`src/sv/cit_pkg.sv`:
```
// Package with widths, request types and the material sample table of the interpolator.
package cit_pkg;

    localparam int TABLE_ENTRIES = 31;
    localparam int ROW_W  = $clog2(TABLE_ENTRIES);
    localparam int WL_W   = 20;
    localparam int IDX_W  = 19;
    localparam int DIFF_W = 17;
    localparam int DIST_W = 13;
    localparam int NUM_W  = 29;
    localparam int LANES  = 2;

    localparam int LANE_REAL = 0;
    localparam int LANE_IMAG = 1;

    localparam logic [IDX_W-1:0] REAL_MAX = 19'd327680;
    localparam logic [IDX_W-1:0] IMAG_MAX = 19'd262144;

    localparam logic [WL_W-1:0] WL_TAB [TABLE_ENTRIES] = '{
        20'd4063,  20'd5420,  20'd8126,  20'd9031,  20'd10158, 20'd11606,
        20'd13540, 20'd14772, 20'd16253, 20'd18055, 20'd20316, 20'd23213,
        20'd27086, 20'd28017, 20'd29019, 20'd30094, 20'd31254, 20'd32499,
        20'd33856, 20'd35330, 20'd36936, 20'd38692, 20'd40626, 20'd42769,
        20'd45141, 20'd47795, 20'd50784, 20'd54172, 20'd58039, 20'd62482,
        20'd63957
    };

    localparam logic [IDX_W-1:0] RE_TAB [TABLE_ENTRIES] = '{
        19'd51970,  19'd45548,  19'd52232,  19'd57147,  19'd62915,  19'd79626,
        19'd98304,  19'd93454,  19'd139657, 19'd242287, 19'd205849, 19'd209256,
        19'd288031, 19'd278921, 19'd270074, 19'd262406, 19'd255787, 19'd250216,
        19'd245432, 19'd241304, 19'd237830, 19'd234947, 19'd232587, 19'd230490,
        19'd228852, 19'd227803, 19'd227213, 19'd226492, 19'd225444, 19'd222822,
        19'd220332
    };

    localparam logic [IDX_W-1:0] IM_TAB [TABLE_ENTRIES] = '{
        19'd32375,  19'd37618,  19'd75629,  19'd85459,  19'd102629, 19'd125501,
        19'd135201, 19'd167903, 19'd229048, 19'd143262, 19'd113377, 19'd127664,
        19'd81723,  19'd63177,  19'd51511,  19'd43713,  19'd37945,  19'd33489,
        19'd29950,  19'd27263,  19'd24904,  19'd22741,  19'd20775,  19'd19202,
        19'd17695,  19'd15860,  19'd14287,  19'd13304,  19'd8520,   19'd5177,
        19'd18
    };

    typedef struct packed {
        logic [WL_W-1:0]  x;
        logic [ROW_W-1:0] seg;
    } t_loc;

    typedef struct packed {
        logic [IDX_W-1:0]  base;
        logic [DIFF_W-1:0] diff;
        logic [DIST_W-1:0] offs;
    } t_prep_lane;

    typedef struct packed {
        t_prep_lane [LANES-1:0] lane;
        logic [DIST_W-1:0]      span;
    } t_prep;

    typedef struct packed {
        logic [NUM_W-1:0]  rem;
        logic [DIFF_W-1:0] quo;
        logic [IDX_W-1:0]  base;
    } t_div_lane;

    typedef struct packed {
        t_div_lane [LANES-1:0] lane;
        logic [DIST_W-1:0]     span;
    } t_div_item;

endpackage

```
`src/sv/cit_locate.sv`:
```
// Segment search: parallel compares against the sample points, then a count of points passed.
module cit_locate import cit_pkg::*; (
    input  logic            i_clk,
    input  logic            i_rst_n,
    input  logic            i_en,
    input  logic            i_valid,
    input  logic [WL_W-1:0] i_wavelength_um,
    output logic            o_valid,
    output t_loc            o_loc
);

    logic                     r_v1;
    logic [WL_W-1:0]          r_x1;
    logic [TABLE_ENTRIES-3:0] r_thermo;
    logic                     r_v2;
    t_loc                     r_loc;

    logic [WL_W-1:0]          n_x1;
    logic [TABLE_ENTRIES-3:0] n_thermo;

    always_comb begin
        if (i_wavelength_um < WL_TAB[0]) begin
            n_x1 = WL_TAB[0];
        end else if (i_wavelength_um > WL_TAB[TABLE_ENTRIES-1]) begin
            n_x1 = WL_TAB[TABLE_ENTRIES-1];
        end else begin
            n_x1 = i_wavelength_um;
        end
        for (int k = 0; k < TABLE_ENTRIES - 2; k++) begin
            n_thermo[k] = WL_TAB[k+1] < i_wavelength_um;
        end
    end

    always_ff @(posedge i_clk) begin
        if (!i_rst_n) begin
            r_v1 <= 1'b0;
            r_v2 <= 1'b0;
        end else if (i_en) begin
            r_v1 <= i_valid;
            r_v2 <= r_v1;
        end
    end

    always_ff @(posedge i_clk) begin
        if (i_en) begin
            r_x1      <= n_x1;
            r_thermo  <= n_thermo;
            r_loc.x   <= r_x1;
            r_loc.seg <= ROW_W'($countones(r_thermo));
        end
    end

    assign o_valid = r_v2;
    assign o_loc   = r_loc;

endmodule

```
`config.mk`:
```
export PLATFORM = sky130hd
export DESIGN_NAME = cit_locate
export DESIGN_NICKNAME = d
export VERILOG_FILES = /design/src/sv/cit_pkg.sv /design/src/sv/cit_locate.sv
export SDC_FILE = /design/constraint.sdc
export NUM_CORES = 1
export LEC_CHECK = 0
export BUFFER_PORTS_ARGS = -buffer_cell sky130_fd_sc_hd__buf_2
export CAP_MARGIN = 0
export CELL_PAD_IN_SITES_DETAIL_PLACEMENT = 1
export CELL_PAD_IN_SITES_GLOBAL_PLACEMENT = 1
export CORE_MARGIN = 2
export CORE_UTILIZATION = 50
export CTS_CLUSTER_DIAMETER = 30
export DETAILED_ROUTE_END_ITERATION = 8
export PLACE_DENSITY = 0.85
export SLEW_MARGIN = 20
export SYNTH_ARGS = -nofsm -noshare
export SYNTH_HDL_FRONTEND = slang
export SYNTH_SLANG_ARGS = --single-unit
export TNS_END_PERCENT = 10
```
`constraint.sdc`:
```
create_clock -name i_clk -period 9.2 [get_ports i_clk]
set_input_delay 0.46 -clock i_clk [delete_from_list [all_inputs] [get_ports i_clk]]
set_output_delay 0.46 -clock i_clk [all_outputs]
set_load 0.01 [all_outputs]
```
==> impl_metrics.yaml <==
run:
  cap_violations: 0
run_status:
  run_status: "finished, final reports clean"
placed_design:
  portBuffers: 49
  placedInstanceArea_um2: 4650
  gp_routability_congestion: 0.947
  detailed_place_hpwl_um: 8070
setup_path:
  crit-reg2reg-launch: "r_thermo[17]$_DFFE_PP_"
  cp-startpoint: "r_thermo[17]$_DFFE_PP_"
  crit_path_max_fanout: 2
  setup.worst_path.start_class: "register"
  endpoint_kind: "register"
  worst-setup-path-type: "register to register"
  critical_path_arrival_ns: 5.16
  worst_ep_required_ns: 9.31
power_and_ir_drop:
  p_leak_nw: 1.91
  worst_ir_drop_vdd_mv: 0.120
  power.density_cell_area_nw_per_um2: 241
global_route:
  groute.usage.overall_pct: 24.4
  grt_start_max_net_pins: 77
  grt_overflow_total: 0
  grt_pass1_vias: 3465
  antenna_found_initial: 0
  wire_length_of_the_first_global_routing_pass_um: 17900
timing:
  rsz0062_at_grt: "no"
  min_period_ns: 5.05
  final.period_utilization_pct: 54.9
  fmax_mhz: 198
  totalNegativeSetupSlack_ns: 0
  hold_violations: 0
  worstMarginPinSlew_ns: 0.977
  max_slew_margin_pct: 34.9
  number_of_pins_exceeding_their_max_slew_limit_in_the_final_report: 0
  final.setup_skew_ns: 0.00765
  finalSetupViolCount: 0
  timing.hold.ws_ns: 0.351
clocking:
  holdBufCountCts: 0
  cts-htree-levels: 3
  path_clk_slew_ns: 0.08
  cts_buffers: 9
  cts_repair_resize_count: 0
  clkSinkCount: 76
  insertion_delay_ns: 0.35
  clock-root-buffer: "clkbuf_8"
  clock_path_buffers: 2
  tritoncts: "done"
  cts_post_setup_buffers_inserted: 0
finish:
  fillCellCount: 916
  antenna_cells_inserted: 0
  layout_common_cells: "74 x edfxtp_1, 56 x inv_1, 49 x buf_2"
  layout.cells.most_common: "edfxtp_1"
  flow.area_growth_from_synthesis_pct: 11.8
  finish.instance_area_um2: 4860
  postLayoutCoreUtil_pct: 56.6
  final_net_count: 479
  share_of_cells_above_drive_strength_1_pct: 17.6
detailed_routing:
  final_antenna_net_count: 0
  viasPerCell: 6.18
  route.detailed.drc: 0
  detailedRoute.firstIterationViolations: 325
  routed_wire_length_per_instance_um: 20.9
  wl_um: 11300
  first_pass_iters: 4
  via_count: 3337
floorplan:
  rows: 34
  io-pin-count: 50
  initial_core_util_pct: 50.6
  dieHeight_um: 97.2
  die_area_um2: 9450
  coreArea_um2: 8590
  fp.dieW_um: 97.2
yosys:
  synth_cell_types: 56
  avgSynthCellArea_um2: 11.2
  syn_inst: 387
  multiplexer_share_of_the_synthesized_area_pct: 0.461
  synth_top_family_by_area: "compound AO/OA/AOI/OAI gates"
  post_synth_fa_ha_maj_area_fraction_pct: 11.7
  post_synth_and_or_nand_nor_area_fraction_pct: 12.0
  syn_area_um2: 4350
  most_used_flip_flop_cell_after_synthesis: "edfxtp_1"
  post_synth_xor_area_fraction_pct: 0.605
  ys.warnings.count: 0
  synth_top_area_share_pct: 51.1
  ys_top_cells_by_area: "edfxtp_1 51%, fa_1 9.7%, inv_1 4.8%, o21ai_0 2.5%, a21oi_1 2.4%"
  synth-seq-area-share_pct: 52.1
  synthesized_area_fraction_occupied_by_ao_oa_aoi_and_oai_cells_pct: 16.0
  synth_area_leader_cell: "edfxtp_1"
  postSynth.asyncResetShare_pct: 0
  synth-edff-count: 74
  ys_seq_elements: 76
hold_path:
  timing.hold.worst.class: "primary input to register"
  hp-start: "i_rst_n"
flip-flops by register name (all words and copies together), names as in the netlist:
| register | cells |
|---|---|
| r_thermo | 29 |
| o_loc | 25 |
| r_x1 | 20 |
| o_valid | 1 |
| r_v1 | 1 |
critical path, cell delays in order, from the launching register on:
cell and delay (ns):
edfxtp_1 0.41, fa_1 0.54, inv_1 0.05, fa_1 0.49, inv_1 0.05, fa_1 0.47
inv_1 0.05, fa_1 0.49, fa_1 0.44, fa_1 0.50, inv_1 0.05, fa_1 0.41
fa_1 0.43, a21o_1 0.19, a21oi_1 0.17, xnor2_1 0.08
through the flow:
stage,setup WS [ns],total power [mW],cells
after global routing,3.96,1.26,540
after floorplan,4.33,0.786,390
final,4.15,1.17,540
after global placement,4.24,0.869,524
after CTS,4.12,1.18,540
after detailed placement,4.13,0.921,524
routing by layer:
layer  share of wire [%]  track usage, %  vias up  wire (um)
li1                    -               -     1491          -
met1                  40            30.7     1647       4450
met2                  50            41.8      163       5590
met3                 8.0            5.11       36        902
met4                 2.8            9.29        0        319
met5                   0               0        -          0
final timing paths:
check	endpoint	slack [ns]	depth (start not counted)
worst max register to register	o_loc[4]$_DFFE_PP_	4.15	15
worst max-delay path	o_loc[4]$_DFFE_PP_	4.15	15
worst min-delay path	r_v1$_SDFFE_PN0P_	0.35	2
worst min register to register	o_loc[7]$_DFFE_PP_	0.43	0
cells by family after synthesis:
kind of cell	Yosys count
simple gates	94
mux	2
fa+ha+maj	28
flops	76
other cells	1
buf+inv	81
compound gates	102
xor+xnor	3
cells in the mapped netlist, drive strengths merged, types with 5 or more instances:
library cell	instances
buf	5
a21oi	21
nor4	5
fa	21
nand2	18
ha	7
nor3	10
clkbuf	20
nor2	17
nand4	5
inv	56
o211ai	6
a31oi	10
o21ai	22
o31ai	10
nand3	14
edfxtp	74
final cells by class:
class / instances / area, um^2 / share of cell area [%]
Clock inverter: 7 / 81.3 / 1.67
Inverter: 56 / 210 / 4.33
Multi-Input combinational cell: 233 / 1790 / 36.8
Timing Repair Buffer: 51 / 260 / 5.36
Tap cell: 108 / 135 / 2.78
Sequential cell: 76 / 2260 / 46.5
Clock buffer: 9 / 124 / 2.55
where the power goes:
part / switching [mW] / total (mW) / internal (mW)
combinational: 0.255 / 0.453 / 0.198
sequential: 0.00899 / 0.453 / 0.444
clock: 0.135 / 0.264 / 0.129
total: 0.399 / 1.17 / 0.771
(Power assumes the default switching activity.)
