--- src/sv/cit_pkg.sv ---
// Package with widths, request types and the material sample table of the interpolator.
package cit_pkg;

    localparam int TABLE_ENTRIES = 31;
    localparam int ROW_W  = $clog2(TABLE_ENTRIES);
    localparam int WL_W   = 20;
    localparam int IDX_W  = 19;
    localparam int DIFF_W = 17;
    localparam int DIST_W = 13;
    localparam int NUM_W  = 29;
    localparam int LANES  = 2;

    localparam int LANE_REAL = 0;
    localparam int LANE_IMAG = 1;

    localparam logic [IDX_W-1:0] REAL_MAX = 19'd327680;
    localparam logic [IDX_W-1:0] IMAG_MAX = 19'd262144;

    localparam logic [WL_W-1:0] WL_TAB [TABLE_ENTRIES] = '{
        20'd4063,  20'd5420,  20'd8126,  20'd9031,  20'd10158, 20'd11606,
        20'd13540, 20'd14772, 20'd16253, 20'd18055, 20'd20316, 20'd23213,
        20'd27086, 20'd28017, 20'd29019, 20'd30094, 20'd31254, 20'd32499,
        20'd33856, 20'd35330, 20'd36936, 20'd38692, 20'd40626, 20'd42769,
        20'd45141, 20'd47795, 20'd50784, 20'd54172, 20'd58039, 20'd62482,
        20'd63957
    };

    localparam logic [IDX_W-1:0] RE_TAB [TABLE_ENTRIES] = '{
        19'd51970,  19'd45548,  19'd52232,  19'd57147,  19'd62915,  19'd79626,
        19'd98304,  19'd93454,  19'd139657, 19'd242287, 19'd205849, 19'd209256,
        19'd288031, 19'd278921, 19'd270074, 19'd262406, 19'd255787, 19'd250216,
        19'd245432, 19'd241304, 19'd237830, 19'd234947, 19'd232587, 19'd230490,
        19'd228852, 19'd227803, 19'd227213, 19'd226492, 19'd225444, 19'd222822,
        19'd220332
    };

    localparam logic [IDX_W-1:0] IM_TAB [TABLE_ENTRIES] = '{
        19'd32375,  19'd37618,  19'd75629,  19'd85459,  19'd102629, 19'd125501,
        19'd135201, 19'd167903, 19'd229048, 19'd143262, 19'd113377, 19'd127664,
        19'd81723,  19'd63177,  19'd51511,  19'd43713,  19'd37945,  19'd33489,
        19'd29950,  19'd27263,  19'd24904,  19'd22741,  19'd20775,  19'd19202,
        19'd17695,  19'd15860,  19'd14287,  19'd13304,  19'd8520,   19'd5177,
        19'd18
    };

    typedef struct packed {
        logic [WL_W-1:0]  x;
        logic [ROW_W-1:0] seg;
    } t_loc;

    typedef struct packed {
        logic [IDX_W-1:0]  base;
        logic [DIFF_W-1:0] diff;
        logic [DIST_W-1:0] offs;
    } t_prep_lane;

    typedef struct packed {
        t_prep_lane [LANES-1:0] lane;
        logic [DIST_W-1:0]      span;
    } t_prep;

    typedef struct packed {
        logic [NUM_W-1:0]  rem;
        logic [DIFF_W-1:0] quo;
        logic [IDX_W-1:0]  base;
    } t_div_lane;

    typedef struct packed {
        t_div_lane [LANES-1:0] lane;
        logic [DIST_W-1:0]     span;
    } t_div_item;

endpackage

--- src/sv/cit_prep.sv ---
// Operand preparation: table fetch of both segment ends, distances, and the numerator product.
module cit_prep import cit_pkg::*; (
    input  logic      i_clk,
    input  logic      i_rst_n,
    input  logic      i_en,
    input  logic      i_valid,
    input  t_loc      i_loc,
    output logic      o_valid,
    output t_div_item o_item
);

    logic      r_v3;
    t_prep     r_prep;
    logic      r_v4;
    t_div_item r_item;

    t_prep     n_prep;
    t_div_item n_item;

    always_comb begin
        logic [ROW_W-1:0]  seg_b;
        logic [WL_W-1:0]   wa;
        logic [WL_W-1:0]   wb;
        logic [DIST_W-1:0] d1;
        logic [DIST_W-1:0] d2;
        logic [IDX_W-1:0]  pa;
        logic [IDX_W-1:0]  pb;
        seg_b = i_loc.seg + ROW_W'(1);
        wa = WL_TAB[i_loc.seg];
        wb = WL_TAB[seg_b];
        d1 = DIST_W'(i_loc.x - wa);
        d2 = DIST_W'(wb - i_loc.x);
        n_prep.span = DIST_W'(wb - wa);
        for (int l = 0; l < LANES; l++) begin
            if (l == LANE_REAL) begin
                pa = RE_TAB[i_loc.seg];
                pb = RE_TAB[seg_b];
            end else begin
                pa = IM_TAB[i_loc.seg];
                pb = IM_TAB[seg_b];
            end
            if (pb >= pa) begin
                n_prep.lane[l].base = pa;
                n_prep.lane[l].diff = DIFF_W'(pb - pa);
                n_prep.lane[l].offs = d1;
            end else begin
                n_prep.lane[l].base = pb;
                n_prep.lane[l].diff = DIFF_W'(pa - pb);
                n_prep.lane[l].offs = d2;
            end
        end
    end

    always_comb begin
        logic [DIFF_W+DIST_W-1:0] prod;
        n_item.span = r_prep.span;
        for (int l = 0; l < LANES; l++) begin
            prod = r_prep.lane[l].diff * r_prep.lane[l].offs;
            n_item.lane[l].rem  = NUM_W'(prod) + NUM_W'(r_prep.span >> 1);
            n_item.lane[l].quo  = '0;
            n_item.lane[l].base = r_prep.lane[l].base;
        end
    end

    always_ff @(posedge i_clk) begin
        if (!i_rst_n) begin
            r_v3 <= 1'b0;
            r_v4 <= 1'b0;
        end else if (i_en) begin
            r_v3 <= i_valid;
            r_v4 <= r_v3;
        end
    end

    always_ff @(posedge i_clk) begin
        if (i_en) begin
            r_prep <= n_prep;
            r_item <= n_item;
        end
    end

    assign o_valid = r_v4;
    assign o_item  = r_item;

endmodule

--- config.mk ---
export PLATFORM = sky130hd
export DESIGN_NAME = cit_prep
export DESIGN_NICKNAME = d
export VERILOG_FILES = /design/src/sv/cit_pkg.sv /design/src/sv/cit_prep.sv
export SDC_FILE = /design/constraint.sdc
export NUM_CORES = 2
export LEC_CHECK = 0
export BUFFER_PORTS_ARGS = -buffer_cell sky130_fd_sc_hd__buf_2
export CORE_MARGIN = 2
export CORE_UTILIZATION = 65
export DETAILED_ROUTE_END_ITERATION = 10
export GPL_TIMING_DRIVEN = 1
export MAX_ROUTING_LAYER = met4
export PLACE_DENSITY = 0.84
export SETUP_SLACK_MARGIN = 0.05
export SYNTH_ARGS = -nofsm -noshare
export SYNTH_HDL_FRONTEND = slang
export SYNTH_SLANG_ARGS = --single-unit
--- constraint.sdc ---
create_clock -name i_clk -period 12.8 [get_ports i_clk]
set_input_delay 1.28 -clock i_clk [delete_from_list [all_inputs] [get_ports i_clk]]
set_output_delay 1.28 -clock i_clk [all_outputs]
set_load 0.05 [all_outputs]
==> results.yml <==
clock_tree:
  cts_buffer_depth: 3
  cts_sinks: 220
  ctsResizeCount: 0
  post_cts_buffers: 0
  clk_pin_slew_ps: 60
  cts_made_buffers: 26
  htree_levels: 1
  cts_hold_buffers: 0
  root_buffer: "clkbuf_16"
  clk_latency_ps: 570
  tritoncts: "built"
setup_path:
  crit_family: "buffers and inverters"
  cp.required_ps: 13160
  arrival_ps: 8110
  endpoint_kind: "register"
  path_cells: "buf_2 > inv_1 > ha_2 > clkinv_1 > nor2_1 > nor2_1 > a221oi_1 > a21o_1 > inv_1 > ha_1 > nor2b_1 > o21a_1 > o21ai_0 > a21oi_1 > o21bai_1 > a21o_1 > buf_4 > mux2i_1 > xor2_1"
  critPathSlowestCell: "ha_2"
  crit_fanout: 32
  slowest_delay_ps: 880
  critPathBufInv: 5
  criticalPathCategory: "in -> reg"
  crit_path_start_kind: "primary input"
route:
  drc_errors: 0
  dr.pass1.iters: 6
  vias: 25600
  drtAntennaViolNets: 0
  drtIter0Drc: 2669
  wirelength_um: 82900
  routed_via_density: 6.08
  wl_per_cell_um: 19.7
floorplanning:
  die_h_um: 225
  core_area_um2: 48600
  die-width_um: 225
  rows: 81
  initial_core_util_pct: 65.5
  dieArea_um2: 50800
  ios: 173
logic_synthesis:
  syn_area_per_cell_um2: 8.88
  ys_seq_elements: 220
  ys_seq_area_share_pct: 20.7
  synth_mux_area_share_pct: 1.33
  synthXorXnorAreaFrac_pct: 3.49
  ys_warn_count: 0
  synthAdderAreaFrac_pct: 35.4
  synth_cell_types: 85
  synth-edff-count: 218
  post-synth-top-area-fraction_pct: 22.3
  yosys-top-cells-area: "fa_1, edfxtp_1, ha_1"
  postSynth.asyncResetShare_pct: 0
  yosys_most_used_dff: "edfxtp_1"
  synth_top_family_by_area: "adder cells"
  syn_area_um2: 31900
  netlist_instances: 3590
  synth_compound_gate_area_share_pct: 14.2
  synth_top_cell_by_area: "fa_1"
  synthSimpleGateAreaFrac_pct: 15.5
sta:
  tns_ps: 0
  final_hold_viol_count: 0
  clock.fmax_ghz: 0.129
  finalSetupViolCount: 0
  fin_hold_ws_ps: 415
  slew-limit-headroom_pct: 23.8
  worst_slew_pin_slew_ps: 1140
  clock_skew_ps: 13.9
  rsz0062_at_grt: "false"
  slew_violations: 0
  finalCriticalPeriod_ps: 7750
  min_period_over_period_pct: 60.5
finish:
  fin_util_pct: 68.7
  syn_to_final_growth_pct: 4.83
  fin_nets: 4288
  drive_gt1_share_pct: 6.80
  nFillCells: 3739
  final_cell_area_um2: 33400
  antenna_cells: 0
grt:
  overflow: 0
  grt_pass1_wl_um: 132000
  grt_antenna_before_repair: 0
  grt_usage_pct: 34.1
  grt_max_degree: 83
  grt_pass1_vias: 24800
status:
  status: "finished, final reports clean"
place:
  place_area_um2: 32600
  dpl.hpwl_um: 63300
  port_buffers: 130
  place.gp.congestion: 1.02
worst_hold_path:
  hold_class: "reg -> reg"
run:
  cap_violations: 0
-- per-stage QoR --
step	instances	setup slack, ps
finish	4212	5050
global route	4212	4630
CTS	4212	5300
detailed placement	4165	4710
global placement	4165	4740
floorplan	3624	6140
-- cell families after synthesis --
group	count (synthesis)
XOR/XNOR	126
multiplexers	39
flip-flops	220
adder cells (fa/ha/maj)	688
buffers and inverters	752
other	1
AND/OR/NAND/NOR	1052
AO/OA/AOI/OAI	712
-- layout by cell type (no fill, tap or decap), drive strengths merged, types with 30 or more instances in the layout --
master and instances:
inv 520, nand2 440, fa 355, ha 333
and2 225, edfxtp 218, a21oi 217, nor2 191
o21ai 171, buf 151, xnor2 81, a21o 53
nor3 52, xor2 45, a31oi 36, nand3 35
conb 35, a211oi 33, mux2i 30, clkbuf 30
-- flip-flops by register name, indices dropped and copies added (netlist names) --
register  count
o_valid       1
o_item      108
r_v3          1
n_item       50
r_prep       60
-- worst reg2reg max path, delay by kind of cell (launching register included) --
family,cells,cell delay [ps]
compound gates,6,1690
xor+xnor,1,100
fa+ha+maj,7,3140
buf+inv,6,340
flops,1,680
simple gates,2,730
-- Yosys cell counts, drive strengths merged (17+ instances only) --
cell,n
a211oi,33
a21o,53
a21oi,217
a31oi,36
and2,225
buf,98
clkbuf,134
edfxtp,218
fa,355
ha,333
inv,517
mux2i,30
nand2,440
nand2b,21
nand3,35
nor2,191
nor2b,23
nor3,52
o211ai,24
o21a,26
o21ai,171
o31ai,17
xnor2,81
xor2,45
-- layer usage --
layer  GRT usage (%)  share of wire (%)
met1            45.6                 41
met2            51.0                 45
met3            6.53                9.6
met4            15.0                5.0
met5               -                  0
-- cell type report --
| class | count | area (um^2) | area share, % |
|---|---|---|---|
| Multi-Input combinational cell | 2652 | 22400 | 67.2 |
| Sequential cell | 220 | 6590 | 19.7 |
| Inverter | 520 | 1950 | 5.84 |
| Timing Repair Buffer | 151 | 818 | 2.45 |
| Tap cell | 622 | 778 | 2.33 |
| Clock buffer | 30 | 687 | 2.06 |
| Clock inverter | 17 | 135 | 0.405 |
-- final timing paths --
check,start,end,slack (ps),depth (start not counted)
min reg2reg,n_item[24],o_item[24],420,0
max,i_loc[0],r_prep[32],5050,19
min,n_item[24],o_item[24],420,0
max reg2reg,r_prep[14],o_item[77],5860,22
Power is not shown: default switching activity piles up to over one toggle a cycle in this logic, so the estimate is an artifact.
